==> src/hdl/acd_pkg.sv <==
// ----------------------------------------------------------------------------
// acd_pkg
// Shared types and constants of the ASCII line command decoder: character
// codes, command kinds, line records passed from parser to executor, limits.
// ----------------------------------------------------------------------------
package acd_pkg;

   localparam int MAG_W   = 16;
   localparam int VALUE_W = 10;
   localparam int KIND_W  = 3;
   localparam int BYTE_W  = 8;
   localparam int CSR_IDX_W = 2;

   localparam logic [MAG_W-1:0]   MAG_SAT = 16'hFFFF;
   localparam logic [VALUE_W-1:0] FAN_MAX = 10'd255;

   // Depth of the record queue between parser and executor
   localparam int QUEUE_DEPTH = 2;

   localparam logic [BYTE_W-1:0] CH_NUL   = 8'h00;
   localparam logic [BYTE_W-1:0] CH_TAB   = 8'h09;
   localparam logic [BYTE_W-1:0] CH_LF    = 8'h0A;
   localparam logic [BYTE_W-1:0] CH_VT    = 8'h0B;
   localparam logic [BYTE_W-1:0] CH_FF    = 8'h0C;
   localparam logic [BYTE_W-1:0] CH_CR    = 8'h0D;
   localparam logic [BYTE_W-1:0] CH_SPACE = 8'h20;
   localparam logic [BYTE_W-1:0] CH_PLUS  = 8'h2B;
   localparam logic [BYTE_W-1:0] CH_MINUS = 8'h2D;
   localparam logic [BYTE_W-1:0] CH_ZERO  = 8'h30;
   localparam logic [BYTE_W-1:0] CH_NINE  = 8'h39;
   localparam logic [BYTE_W-1:0] CH_COLON = 8'h3A;
   localparam logic [BYTE_W-1:0] CH_B     = 8'h42;
   localparam logic [BYTE_W-1:0] CH_F     = 8'h46;
   localparam logic [BYTE_W-1:0] CH_H     = 8'h48;
   localparam logic [BYTE_W-1:0] CH_M     = 8'h4D;
   localparam logic [BYTE_W-1:0] CH_P     = 8'h50;
   localparam logic [BYTE_W-1:0] CH_S     = 8'h53;
   localparam logic [BYTE_W-1:0] CH_T     = 8'h54;
   localparam logic [BYTE_W-1:0] CH_Z     = 8'h5A;

   localparam logic [CSR_IDX_W-1:0] CSR_SOLDER_MIN = 2'd0;
   localparam logic [CSR_IDX_W-1:0] CSR_SOLDER_MAX = 2'd1;
   localparam logic [CSR_IDX_W-1:0] CSR_HOTAIR_MIN = 2'd2;
   localparam logic [CSR_IDX_W-1:0] CSR_HOTAIR_MAX = 2'd3;

   localparam logic [VALUE_W-1:0] SOLDER_MIN_RST = 10'd200;
   localparam logic [VALUE_W-1:0] SOLDER_MAX_RST = 10'd450;
   localparam logic [VALUE_W-1:0] HOTAIR_MIN_RST = 10'd100;
   localparam logic [VALUE_W-1:0] HOTAIR_MAX_RST = 10'd500;

   typedef enum logic [KIND_W-1:0] {
      KIND_SOLDER  = 3'd0,
      KIND_HOTAIR  = 3'd1,
      KIND_FAN     = 3'd2,
      KIND_POWER   = 3'd3,
      KIND_BOOST   = 3'd4,
      KIND_STATION = 3'd5,
      KIND_STATUS  = 3'd6,
      KIND_PING    = 3'd7
   } cmd_kind_type;

   typedef struct packed {
      cmd_kind_type     kind;
      logic             negative;
      logic [MAG_W-1:0] magnitude;
   } line_rec_type;

   typedef struct packed {
      logic [VALUE_W-1:0] solder_min;
      logic [VALUE_W-1:0] solder_max;
      logic [VALUE_W-1:0] hotair_min;
      logic [VALUE_W-1:0] hotair_max;
   } limits_type;

   typedef struct packed {
      logic full;
      logic not_empty;
   } queue_status_type;

endpackage

==> src/hdl/acd_front.sv <==
// ----------------------------------------------------------------------------
// acd_front
// Byte parser: tracks line position, command letter and argument digits and
// pushes one record per well-formed command line at the newline.
// ----------------------------------------------------------------------------
module acd_front
   import acd_pkg::*;
#(
   parameter int LINE_CAPACITY = 64
) (
   input  logic               clock,
   input  logic               reset,
   input  logic               accept,
   input  logic [BYTE_W-1:0]  rx_byte,
   output logic               push,
   output line_rec_type       push_rec
);

   localparam int CNT_W = $clog2(LINE_CAPACITY);
   localparam logic [CNT_W-1:0] CNT_LAST = CNT_W'(LINE_CAPACITY - 1);

   typedef enum logic [3:0] {
      PH_EMPTY  = 4'b0001,
      PH_LETTER = 4'b0010,
      PH_ARG    = 4'b0100,
      PH_BAD    = 4'b1000
   } line_phase_type;

   typedef enum logic [3:0] {
      NUM_BLANKS = 4'b0001,
      NUM_SIGN   = 4'b0010,
      NUM_DIGITS = 4'b0100,
      NUM_DONE   = 4'b1000
   } num_phase_type;

   logic [CNT_W-1:0]  byte_count_ff, byte_count_in;
   logic [BYTE_W-1:0] letter_ff, letter_in;
   line_phase_type    line_phase_ff, line_phase_in;
   logic              closed_ff, closed_in;
   num_phase_type     num_phase_ff, num_phase_in;
   logic              negative_ff, negative_in;
   logic [MAG_W-1:0]  magnitude_ff, magnitude_in;

   logic              is_digit;
   logic              is_blank;
   logic [MAG_W+3:0]  mag_next;
   logic              emit;
   logic              needs_arg;
   cmd_kind_type      kind;

   assign is_digit = (rx_byte >= CH_ZERO) && (rx_byte <= CH_NINE);
   assign is_blank = (rx_byte == CH_SPACE) || (rx_byte == CH_TAB) ||
                     (rx_byte == CH_VT) || (rx_byte == CH_FF);
   assign mag_next = ({4'b0, magnitude_ff} << 3) + ({4'b0, magnitude_ff} << 1) +
                     (MAG_W+4)'(rx_byte - CH_ZERO);

   always_comb begin
      emit      = 1'b1;
      needs_arg = 1'b1;
      kind      = KIND_SOLDER;
      case (letter_ff)
         CH_T: kind = KIND_SOLDER;
         CH_H: kind = KIND_HOTAIR;
         CH_F: kind = KIND_FAN;
         CH_P: kind = KIND_POWER;
         CH_M: kind = KIND_STATION;
         CH_B: begin
            kind      = KIND_BOOST;
            needs_arg = 1'b0;
         end
         CH_S: begin
            kind      = KIND_STATUS;
            needs_arg = 1'b0;
         end
         CH_Z: begin
            kind      = KIND_PING;
            needs_arg = 1'b0;
         end
         default: emit = 1'b0;
      endcase
   end

   always_comb begin
      byte_count_in = byte_count_ff;
      letter_in     = letter_ff;
      line_phase_in = line_phase_ff;
      closed_in     = closed_ff;
      num_phase_in  = num_phase_ff;
      negative_in   = negative_ff;
      magnitude_in  = magnitude_ff;
      push          = 1'b0;
      push_rec.kind      = kind;
      push_rec.negative  = negative_ff;
      push_rec.magnitude = magnitude_ff;

      if (accept) begin
         if ((rx_byte == CH_LF) || (byte_count_ff == CNT_LAST)) begin
            if (rx_byte == CH_LF) begin
               push = emit && ((line_phase_ff == PH_ARG) ||
                               ((line_phase_ff == PH_LETTER) && !needs_arg));
            end
            byte_count_in = '0;
            letter_in     = '0;
            line_phase_in = PH_EMPTY;
            closed_in     = 1'b0;
            num_phase_in  = NUM_BLANKS;
            negative_in   = 1'b0;
            magnitude_in  = '0;
         end else begin
            byte_count_in = byte_count_ff + 1'b1;
            if (!closed_ff) begin
               if ((rx_byte == CH_CR) || (rx_byte == CH_NUL)) begin
                  closed_in = 1'b1;
               end else if (byte_count_ff == '0) begin
                  letter_in     = rx_byte;
                  line_phase_in = PH_LETTER;
               end else if (byte_count_ff == CNT_W'(1)) begin
                  if (line_phase_ff == PH_LETTER) begin
                     line_phase_in = (rx_byte == CH_COLON) ? PH_ARG : PH_BAD;
                  end
               end else if (line_phase_ff == PH_ARG) begin
                  case (num_phase_ff)
                     NUM_BLANKS: begin
                        if (!is_blank) begin
                           if ((rx_byte == CH_PLUS) || (rx_byte == CH_MINUS)) begin
                              negative_in  = (rx_byte == CH_MINUS);
                              num_phase_in = NUM_SIGN;
                           end else if (is_digit) begin
                              magnitude_in = (mag_next > (MAG_W+4)'(MAG_SAT)) ?
                                             MAG_SAT : mag_next[MAG_W-1:0];
                              num_phase_in = NUM_DIGITS;
                           end else begin
                              num_phase_in = NUM_DONE;
                           end
                        end
                     end
                     NUM_SIGN, NUM_DIGITS: begin
                        if (is_digit) begin
                           magnitude_in = (mag_next > (MAG_W+4)'(MAG_SAT)) ?
                                          MAG_SAT : mag_next[MAG_W-1:0];
                           num_phase_in = NUM_DIGITS;
                        end else begin
                           num_phase_in = NUM_DONE;
                        end
                     end
                     default: num_phase_in = num_phase_ff;
                  endcase
               end
            end
         end
      end
   end

   always_ff @(posedge clock) begin
      if (reset) begin
         byte_count_ff <= '0;
         letter_ff     <= '0;
         line_phase_ff <= PH_EMPTY;
         closed_ff     <= 1'b0;
         num_phase_ff  <= NUM_BLANKS;
         negative_ff   <= 1'b0;
         magnitude_ff  <= '0;
      end else begin
         byte_count_ff <= byte_count_in;
         letter_ff     <= letter_in;
         line_phase_ff <= line_phase_in;
         closed_ff     <= closed_in;
         num_phase_ff  <= num_phase_in;
         negative_ff   <= negative_in;
         magnitude_ff  <= magnitude_in;
      end
   end

endmodule

==> src/hdl/acd_queue.sv <==
// ----------------------------------------------------------------------------
// acd_queue
// Short first-in first-out queue of line records between parser and executor.
// ----------------------------------------------------------------------------
module acd_queue
   import acd_pkg::*;
(
   input  logic             clock,
   input  logic             reset,
   input  logic             push,
   input  line_rec_type     push_rec,
   input  logic             pop,
   output queue_status_type status,
   output line_rec_type     head_rec
);

   localparam int PTR_W = $clog2(QUEUE_DEPTH);
   localparam int CNT_W = $clog2(QUEUE_DEPTH + 1);

   line_rec_type     slot_ff [QUEUE_DEPTH];
   logic [PTR_W-1:0] wr_ptr_ff, wr_ptr_in;
   logic [PTR_W-1:0] rd_ptr_ff, rd_ptr_in;
   logic [CNT_W-1:0] count_ff, count_in;

   assign status.full      = (count_ff == CNT_W'(QUEUE_DEPTH));
   assign status.not_empty = (count_ff != '0);
   assign head_rec         = slot_ff[rd_ptr_ff];

   always_comb begin
      wr_ptr_in = wr_ptr_ff;
      rd_ptr_in = rd_ptr_ff;
      count_in  = count_ff;
      if (push) begin
         wr_ptr_in = (wr_ptr_ff == PTR_W'(QUEUE_DEPTH - 1)) ? '0 : wr_ptr_ff + 1'b1;
      end
      if (pop) begin
         rd_ptr_in = (rd_ptr_ff == PTR_W'(QUEUE_DEPTH - 1)) ? '0 : rd_ptr_ff + 1'b1;
      end
      if (push && !pop) begin
         count_in = count_ff + 1'b1;
      end else if (pop && !push) begin
         count_in = count_ff - 1'b1;
      end
   end

   always_ff @(posedge clock) begin
      if (push) begin
         slot_ff[wr_ptr_ff] <= push_rec;
      end
   end

   always_ff @(posedge clock) begin
      if (reset) begin
         wr_ptr_ff <= '0;
         rd_ptr_ff <= '0;
         count_ff  <= '0;
      end else begin
         wr_ptr_ff <= wr_ptr_in;
         rd_ptr_ff <= rd_ptr_in;
         count_ff  <= count_in;
      end
   end

endmodule

==> src/hdl/acd_back.sv <==
// ----------------------------------------------------------------------------
// acd_back
// Command executor: clamps or flags the argument of each queued record and
// holds the finished result in the output register until it is taken.
// ----------------------------------------------------------------------------
module acd_back
   import acd_pkg::*;
(
   input  logic               clock,
   input  logic               reset,
   input  logic               rec_valid,
   input  line_rec_type       rec,
   input  limits_type         limits,
   output logic               pop,
   output logic               rsp_valid,
   input  logic               rsp_stall,
   output logic [KIND_W-1:0]  rsp_command_kind,
   output logic [VALUE_W-1:0] rsp_command_value,
   output logic               rsp_marks_activity
);

   logic               valid_ff, valid_in;
   logic [KIND_W-1:0]  kind_ff;
   logic [VALUE_W-1:0] value_ff, value_in;
   logic               activity_ff, activity_in;

   logic               mag_nonzero;
   logic               is_negative;
   logic [VALUE_W-1:0] lo;
   logic [VALUE_W-1:0] hi;
   logic [VALUE_W-1:0] clamped;

   assign mag_nonzero = (rec.magnitude != '0);
   assign is_negative = rec.negative && mag_nonzero;

   always_comb begin
      lo = '0;
      hi = FAN_MAX;
      case (rec.kind)
         KIND_SOLDER: begin
            lo = limits.solder_min;
            hi = limits.solder_max;
         end
         KIND_HOTAIR: begin
            lo = limits.hotair_min;
            hi = limits.hotair_max;
         end
         default: begin
            lo = '0;
            hi = FAN_MAX;
         end
      endcase
   end

   always_comb begin
      if (is_negative || (rec.magnitude < MAG_W'(lo))) begin
         clamped = lo;
      end else if (rec.magnitude > MAG_W'(hi)) begin
         clamped = hi;
      end else begin
         clamped = rec.magnitude[VALUE_W-1:0];
      end
   end

   always_comb begin
      value_in    = '0;
      activity_in = 1'b0;
      case (rec.kind)
         KIND_SOLDER, KIND_HOTAIR, KIND_FAN: begin
            value_in    = clamped;
            activity_in = 1'b1;
         end
         KIND_POWER: begin
            value_in    = VALUE_W'(mag_nonzero);
            activity_in = 1'b1;
         end
         KIND_BOOST: activity_in = 1'b1;
         KIND_STATION: value_in = VALUE_W'(mag_nonzero);
         default: begin
            value_in    = '0;
            activity_in = 1'b0;
         end
      endcase
   end

   assign pop      = rec_valid && (!valid_ff || !rsp_stall);
   assign valid_in = pop || (valid_ff && rsp_stall);

   always_ff @(posedge clock) begin
      if (reset) begin
         valid_ff <= 1'b0;
      end else begin
         valid_ff <= valid_in;
      end
   end

   always_ff @(posedge clock) begin
      if (pop) begin
         kind_ff     <= rec.kind;
         value_ff    <= value_in;
         activity_ff <= activity_in;
      end
   end

   assign rsp_valid          = valid_ff;
   assign rsp_command_kind   = kind_ff;
   assign rsp_command_value  = value_ff;
   assign rsp_marks_activity = activity_ff;

endmodule

==> src/hdl/ascii_line_command_decoder_core.sv <==
// ----------------------------------------------------------------------------
// ascii_line_command_decoder_core
// Parses newline-terminated ASCII command lines one byte at a time and emits
// one command per valid line, its argument clamped or flagged.
//
//   channel  direction  handshake            payload
//   req      in         req_valid/req_stall  req_rx_byte
//   rsp      out        rsp_valid/rsp_stall  rsp_command_kind/_value/_marks_activity
//   csr      in         csr_write            csr_index, csr_data
//
// One byte per cycle while req_stall is low. After its newline is accepted, a
// result passes through the record queue and then into the executor's output
// register. req_stall rises only when the two-entry record queue is full.
// Reset restores line state and clamp limits.
// ----------------------------------------------------------------------------
module ascii_line_command_decoder_core
   import acd_pkg::*;
#(
   parameter int LINE_CAPACITY = 64
) (
   input  logic                 clock,
   input  logic                 reset,
   input  logic                 req_valid,
   output logic                 req_stall,
   input  logic [BYTE_W-1:0]    req_rx_byte,
   output logic                 rsp_valid,
   input  logic                 rsp_stall,
   output logic [KIND_W-1:0]    rsp_command_kind,
   output logic [VALUE_W-1:0]   rsp_command_value,
   output logic                 rsp_marks_activity,
   input  logic                 csr_write,
   input  logic [CSR_IDX_W-1:0] csr_index,
   input  logic [VALUE_W-1:0]   csr_data
);

   limits_type       limits_ff, limits_in;
   queue_status_type q_status;
   line_rec_type     push_rec;
   line_rec_type     head_rec;
   logic             push;
   logic             pop;
   logic             accept;

   assign req_stall = q_status.full;
   assign accept    = req_valid && !req_stall;

   always_comb begin
      limits_in = limits_ff;
      if (csr_write) begin
         case (csr_index)
            CSR_SOLDER_MIN: limits_in.solder_min = csr_data;
            CSR_SOLDER_MAX: limits_in.solder_max = csr_data;
            CSR_HOTAIR_MIN: limits_in.hotair_min = csr_data;
            CSR_HOTAIR_MAX: limits_in.hotair_max = csr_data;
            default: limits_in = limits_ff;
         endcase
      end
   end

   always_ff @(posedge clock) begin
      if (reset) begin
         limits_ff.solder_min <= SOLDER_MIN_RST;
         limits_ff.solder_max <= SOLDER_MAX_RST;
         limits_ff.hotair_min <= HOTAIR_MIN_RST;
         limits_ff.hotair_max <= HOTAIR_MAX_RST;
      end else begin
         limits_ff <= limits_in;
      end
   end

   acd_front #(
      .LINE_CAPACITY (LINE_CAPACITY)
   ) u_front (
      .clock    (clock),
      .reset    (reset),
      .accept   (accept),
      .rx_byte  (req_rx_byte),
      .push     (push),
      .push_rec (push_rec)
   );

   acd_queue u_queue (
      .clock    (clock),
      .reset    (reset),
      .push     (push),
      .push_rec (push_rec),
      .pop      (pop),
      .status   (q_status),
      .head_rec (head_rec)
   );

   acd_back u_back (
      .clock              (clock),
      .reset              (reset),
      .rec_valid          (q_status.not_empty),
      .rec                (head_rec),
      .limits             (limits_ff),
      .pop                (pop),
      .rsp_valid          (rsp_valid),
      .rsp_stall          (rsp_stall),
      .rsp_command_kind   (rsp_command_kind),
      .rsp_command_value  (rsp_command_value),
      .rsp_marks_activity (rsp_marks_activity)
   );

endmodule

==> config.mk <==
export PLATFORM = sky130hd
export DESIGN_NAME = ascii_line_command_decoder_core
export DESIGN_NICKNAME = d
export VERILOG_FILES = /design/src/hdl/acd_pkg.sv /design/src/hdl/acd_front.sv /design/src/hdl/acd_queue.sv /design/src/hdl/acd_back.sv /design/src/hdl/ascii_line_command_decoder_core.sv
export SDC_FILE = /design/constraint.sdc
export NUM_CORES = 1
export LEC_CHECK = 0
export ABC_AREA = 1
export BUFFER_PORTS_ARGS = -buffer_cell sky130_fd_sc_hd__buf_2
export CAP_MARGIN = 40
export CORE_UTILIZATION = 30
export DETAILED_ROUTE_END_ITERATION = 8
export MAX_ROUTING_LAYER = met4
export PLACE_DENSITY_LB_ADDON = 0.08
export SYNTH_ARGS = -nofsm -noshare
export SYNTH_HDL_FRONTEND = slang
export SYNTH_SLANG_ARGS = --single-unit
==> constraint.sdc <==
create_clock -name clock -period 7.1 [get_ports clock]
set_input_delay 1.42 -clock clock [delete_from_list [all_inputs] [get_ports clock]]
set_output_delay 1.42 -clock clock [all_outputs]
set_load 0.1 [all_outputs]
==> metrics.txt, run 1 <==
total wire length 20000 um; CP Data Arrival Time 4.92 ns; die width 166 um; area growth from synthesis to layout 14.7%; R2R setup slack 3.23 ns; final RePlAce weighted congestion 0.859; Antenna diodes 0; Worst-Skew Late Latency 0.42 ns; commonest non-fill, non-tap cell in the layout nand2_1; required time of the critical path 7.38 ns; Synth cell types 48; ys flop type dfxtp_1; setup TNS 0 ns; drt drc 4; Tot GR Track Use 15.6%; max_cap viols 0; post-CTS resize count 0; Tightest Hold Check Type reg -> reg; CP Launch Type input pin; die height 166 um; # setup viols final 0; fin nets 1143; Most common cell on crit path nand2_1; Setup Fix Bufs, Post-CTS 0; cell family with most CP delay simple AND/OR/NAND/NOR gates; Final Skew 0.0148 ns; Layout Utilization 35.3%; worst hold stages 2; largest net degree at the start of global routing 46; die area 27600 um^2; I/O pin count 41; first-pass GRT wire length 33300 um; number of global-route vias before repair 6373; post-synthesis cell count 1012; number of synthesized flops with an enable pin 54; critical path buffer and inverter count 2; ys async rst share 0%; crit-path cells buf_2 -> ha_1 -> nor3_2 -> buf_4 -> fa_1 -> ha_1 -> a21o_1 -> a21oi_1 -> nor2_1 -> nor3_1 -> nand2_1 -> nand2_1 -> nand2_1 -> nor2_2 -> nand4_1 -> nand2_1 -> a21oi_2; CTS tree yes; Remaining Overflow, GRT 0; first-iteration detailed-routing DRC count 427; Crit Path Max Fanout 16; CTS Root Cell clkbuf_16; post-synthesis sequential area ratio 41.4%; CTS hold repair buffers 0; syn_area_per_cell 7.98 um^2; slew margin rel. 49.6%; minimum clock period 4.64 ns; static leakage 4.19 nW; synthesis-stage register bit count 140; RR Endpoint u_back.rsp_command_value[0]; Worst path max stage delay 0.50 ns; total CTS buffers 17; Final Cycle Share 65.3%; violated checks DRC; share of cells above drive strength 1 11.3%; starting density of the core 30.8%; Crit Path Class in -> reg; RSZ-0062 raised after global routing false; status complete, but fails checks; worst r2r path cells 23; slowest CP cell nor2_2; Slew Viols, Final 0; Worst Hold Launch u_front.line_phase_ff[0]; Post-Syn Nets 1099; row count 59; PortBufs 40; Peak VDD IR 0.127 mV; Cell Pwr Density 329 nW/um^2; Layout fillers 2800; Hold Path Sink u_front.line_phase_ff[0]; most frequent cells in the layout 216 x nand2_1, 130 x nor2_1, 115 x inv_1, 86 x dfxtp_1; H-tree levels 4; remaining antenna violation count 0; Clk pin slew, worst setup/hold paths 0.07 ns; vias 6477; Worst Setup End Kind flop; clock buffer depth 2; Mapped Area 8070 um^2; Sink Count 140; Detail Placement HPWL 15000 um; vias per cell 4.61; initial antenna violation count 0; per-cell routed wire length 14.3 um; Detailed Routing Iterations Pass 1 7; Core Area 26200 um^2; final hold violations 0; Syn. warnings 0; Fmax 216 MHz; measured slew at the worst slew-check pin 0.753 ns
## kinds of logic after synthesis
logic type	synth area share, %
adder cells (fa/ha/maj)	11.0
AND/OR/NAND/NOR	25.2
buffers and inverters	7.47
AO/OA/AOI/OAI	13.0
XOR/XNOR	1.84
flip-flops	41.4
multiplexers	0.124
## worst register-to-register path, stage by stage, from the launching register on
cell      delay, ns
dfxtp_1        0.31
buf_4          0.21
inv_2          0.17
nand2_1        0.10
nand2_1        0.19
nor2_1         0.22
inv_1          0.07
nor2_1         0.08
buf_4          0.22
a22oi_1        0.14
nand2_1        0.08
inv_1          0.06
ha_1           0.27
nand2_1        0.06
o21ai_0        0.18
nand2_1        0.08
o211ai_1       0.09
nand2_1        0.07
nand2_1        0.06
nand2_1        0.32
o21ai_0        0.36
nand3_1        0.14
nand3_1        0.10
nand2_1        0.06
## power by group
part | switching, mW | internal [mW] | total [mW] | leakage (nW)
Sequential | 0.0321 | 0.940 | 0.972 | 1.22
Clock | 0.406 | 0.525 | 0.931 | 0.303
Combinational | 0.861 | 0.278 | 1.14 | 2.67
## metrics by stage
stage                     hold slack (ns)  power (mW)  std cells  worst slack (ns)  cell area [um^2]
after floorplan                     0.420        1.88       1012              2.04              8070
after global placement              0.434        2.14       1371              1.62              8640
after detailed placement            0.440        2.14       1372              2.04              8650
after CTS                           0.453        3.09       1404              2.49              9260
after global routing                0.479        3.25       1404              2.11              9260
final                               0.448        3.04       1404              2.46              9260
## how the worst max path moves through the flow
stage / startpoint / end / slack [ns] / cells past startpoint
2_1_floorplan: req_rx_byte[4] / u_front.magnitude_ff[4] / 2.04 / 16
3_5_place_dp: req_rx_byte[4] / u_front.magnitude_ff[10] / 2.04 / 17
5_1_grt: req_rx_byte[4] / u_front.magnitude_ff[12] / 2.11 / 17
6_report: req_rx_byte[4] / u_front.magnitude_ff[10] / 2.46 / 17
4_1_cts: req_rx_byte[4] / u_front.magnitude_ff[10] / 2.49 / 17
3_3_place_gp: req_rx_byte[4] / u_front.magnitude_ff[12] / 1.62 / 16
## per-layer routing
layer / wire, um / up-vias / track usage, %
met5: 0 / - / -
met4: 157 / 0 / 4.39
met3: 472 / 4 / 2.72
met2: 9180 / 64 / 24.3
met1: 10200 / 2944 / 20.8
li1: - / 3465 / -
## synthesized netlist by cell type, types with 8 or more instances
cell type,n,area [um^2]
nand2_1,216,811
a21oi_2,11,96.3
nand3_1,54,270
edfxtp_1,54,1620
nor3_1,19,95.1
o21ai_0,49,245
a22oi_1,21,158
dfxtp_1,86,1720
inv_1,115,432
nand4_1,25,156
nor2_1,130,488
buf_2,9,45.0
fa_1,15,300
xnor2_1,8,70.1
clkbuf_1,14,52.6
ha_1,47,588
a21oi_1,51,255
xor2_1,9,78.8
## cell type report
class	count	area (um^2)	area share, %
well taps	335	419	4.53
repair buffers	50	275	2.97
clock inverters	14	159	1.72
multi-input cells	720	4130	44.6
flip-flops and latches	140	3340	36.1
inverters	127	479	5.18
clock buffers	18	450	4.87
## state kept, by name, indices dropped and copies added (netlist names), 2 cells and up, named ones only
name / flops
u_back.rsp_command_kind: 3
u_front.num_phase_ff: 4
limits_ff: 40
u_front.letter_ff: 8
u_back.rsp_command_value: 10
u_front.line_phase_ff: 4
u_front.byte_count_ff: 6
u_front.magnitude_ff: 16
u_queue.count_ff: 2
u_queue.slot_ff: 40
Note: power is estimated with default switching activity, not from simulation.
==> run 2: changes to the inputs <==
Clock period 7.1 ns to 3.95 ns, I/O delays scaled along.
==> run 2 against run 1 <==
Net effect: die area unchanged; largest power group unchanged; clock power increased by 66%; clock skew increased by 0.00093 ns; largest cell class unchanged; critical path depth increased by 5; the run still ends with DRC left.
==> metrics.txt, run 2 (synthesis results as in run 1) <==
slew margin rel. 45.2%; Slew Viols, Final 0; Remaining Overflow, GRT 0; Worst-Skew Late Latency 0.43 ns; first-iteration detailed-routing DRC count 366; Detail Placement HPWL 16700 um; Switching Share 43.4%; minimum clock period 3.41 ns; worst r2r path cells 22; die height 166 um; number of global-route vias before repair 6523; starting density of the core 30.8%; Crit Path Max Fanout 16; Pwr Total 5.42 mW; Final Cycle Share 86.3%; Most common cell on crit path nand2_1; Worst Setup End Kind flop; total wire length 21700 um; sw power 2.35 mW; Sink Count 140; CP Launch Type flop; worst hold stages 1; drt drc 1; per-cell routed wire length 15.3 um; PortBufs 40; initial antenna violation count 0; remaining antenna violation count 0; cell family with most CP delay simple AND/OR/NAND/NOR gates; CTS tree yes; area growth from synthesis to layout 16.1%; total CTS buffers 17; CTS Root Cell clkbuf_16; critical path buffer and inverter count 4; vias per cell 4.69; die area 27600 um^2; setup TNS 0 ns; Crit Path Class reg -> reg; first-pass GRT wire length 35700 um; CP Data Arrival Time 3.59 ns; die width 166 um; H-tree levels 4; commonest non-fill, non-tap cell in the layout nand2_1; required time of the critical path 4.13 ns; crit-path cells inv_2 -> nand2_1 -> nand2_1 -> buf_4 -> nand2_1 -> nor2_1 -> buf_4 -> a21oi_1 -> nand2_1 -> inv_1 -> ha_1 -> a21oi_1 -> o21ai_0 -> nand2_1 -> o211ai_1 -> nand2_1 -> nand2_1 -> nand2_2 -> o21ai_0 -> nand3_1 -> nand3_1 -> nand2_1; Cell Pwr Density 578 nW/um^2; clock buffer depth 2; violated checks DRC; status complete, but fails checks; WP depth 22; slowest CP cell dfxtp_2; P_int 3.07 mW; measured slew at the worst slew-check pin 0.822 ns; share of power burned in registers 32.4%; # setup viols final 0; Largest regs limits_ff (40), u_queue.slot_ff (40), u_front.magnitude_ff (16); RSZ-0062 raised after global routing false; met2 Usage GRT 28.6%; Comb pwr share 38.9%; vias 6652; most used routing layer met2; row count 59; final RePlAce weighted congestion 0.822; Clk pin slew, worst setup/hold paths 0.06 ns; most frequent cells in the layout 215 x nand2_1, 129 x nor2_1, 115 x inv_1, 85 x dfxtp_1; Final Skew 0.0157 ns; met3 usage 2.84%; I/O pin count 41; Antenna diodes 0; Core Area 26200 um^2; largest net degree at the start of global routing 47; static leakage 4.25 nW; final hold violations 0; Tot GR Track Use 17.1%; max_cap viols 0; Tightest Hold Check Type reg -> reg; share of cells above drive strength 1 12.7%; Peak VDD IR 0.236 mV; Worst path max stage delay 0.36 ns; power share of the clock group 28.6%; fin nets 1156; M1 GR Usage 21.2%; Fmax 293 MHz; Detailed Routing Iterations Pass 1 7
-- run 2: per-layer routing --
metal	vias up	share of wire [%]
met3	22	2.5
met5	-	0
met1	3036	47
li1	3499	-
met4	0	1.8
met2	95	48
-- run 2: power by group through the flow --
stage,registers (mW),clock network (mW),logic (mW)
3_5_place_dp,1.79,0,2.13
3_3_place_gp,1.79,0,2.12
4_1_cts,1.76,1.59,2.13
6_report,1.76,1.55,2.11
5_1_grt,1.78,1.66,2.35
2_1_floorplan,2.33,0,1.06
-- run 2: cell type report --
type,instances,area [um^2]
clock buffer,18,439
timing repair buffer,63,423
multi-input combinational,720,4140
inverter,127,479
tap,335,419
sequential,140,3340
fill,2741,16800
clock inverter,14,123
-- run 2: stage by stage --
stage | cell area (um^2) | setup slack, ns | instances | utilization [%] | hold slack [ns]
6_report | 9370 | 0.540 | 1417 | 35.8 | 0.443
5_1_grt | 9370 | 0.0750 | 1417 | 35.8 | 0.456
4_1_cts | 9370 | 0.221 | 1417 | 35.7 | 0.450
3_5_place_dp | 8800 | 0.136 | 1385 | 33.6 | 0.439
3_3_place_gp | 8800 | 0.134 | 1385 | 33.6 | 0.438
2_1_floorplan | 8080 | 0.162 | 1012 | - | 0.420
-- run 2: repair_timing --
action                     in CTS  in global routing
buffers inserted                0                  0
gates resized for setup         0                  2
setup endpoints to repair       0                 10
hold buffers                    0                  0
-- run 2: final timing paths --
| path | from | to | slack (ns) |
|---|---|---|---|
| setup / recovery | flop | u_back.rsp_command_value[0] | 0.54 |
| hold reg to reg | u_queue.rd_ptr_ff | flop | 0.44 |
| hold / removal | u_queue.rd_ptr_ff | flop | 0.44 |
| setup reg to reg | flop | u_back.rsp_command_value[0] | 0.54 |
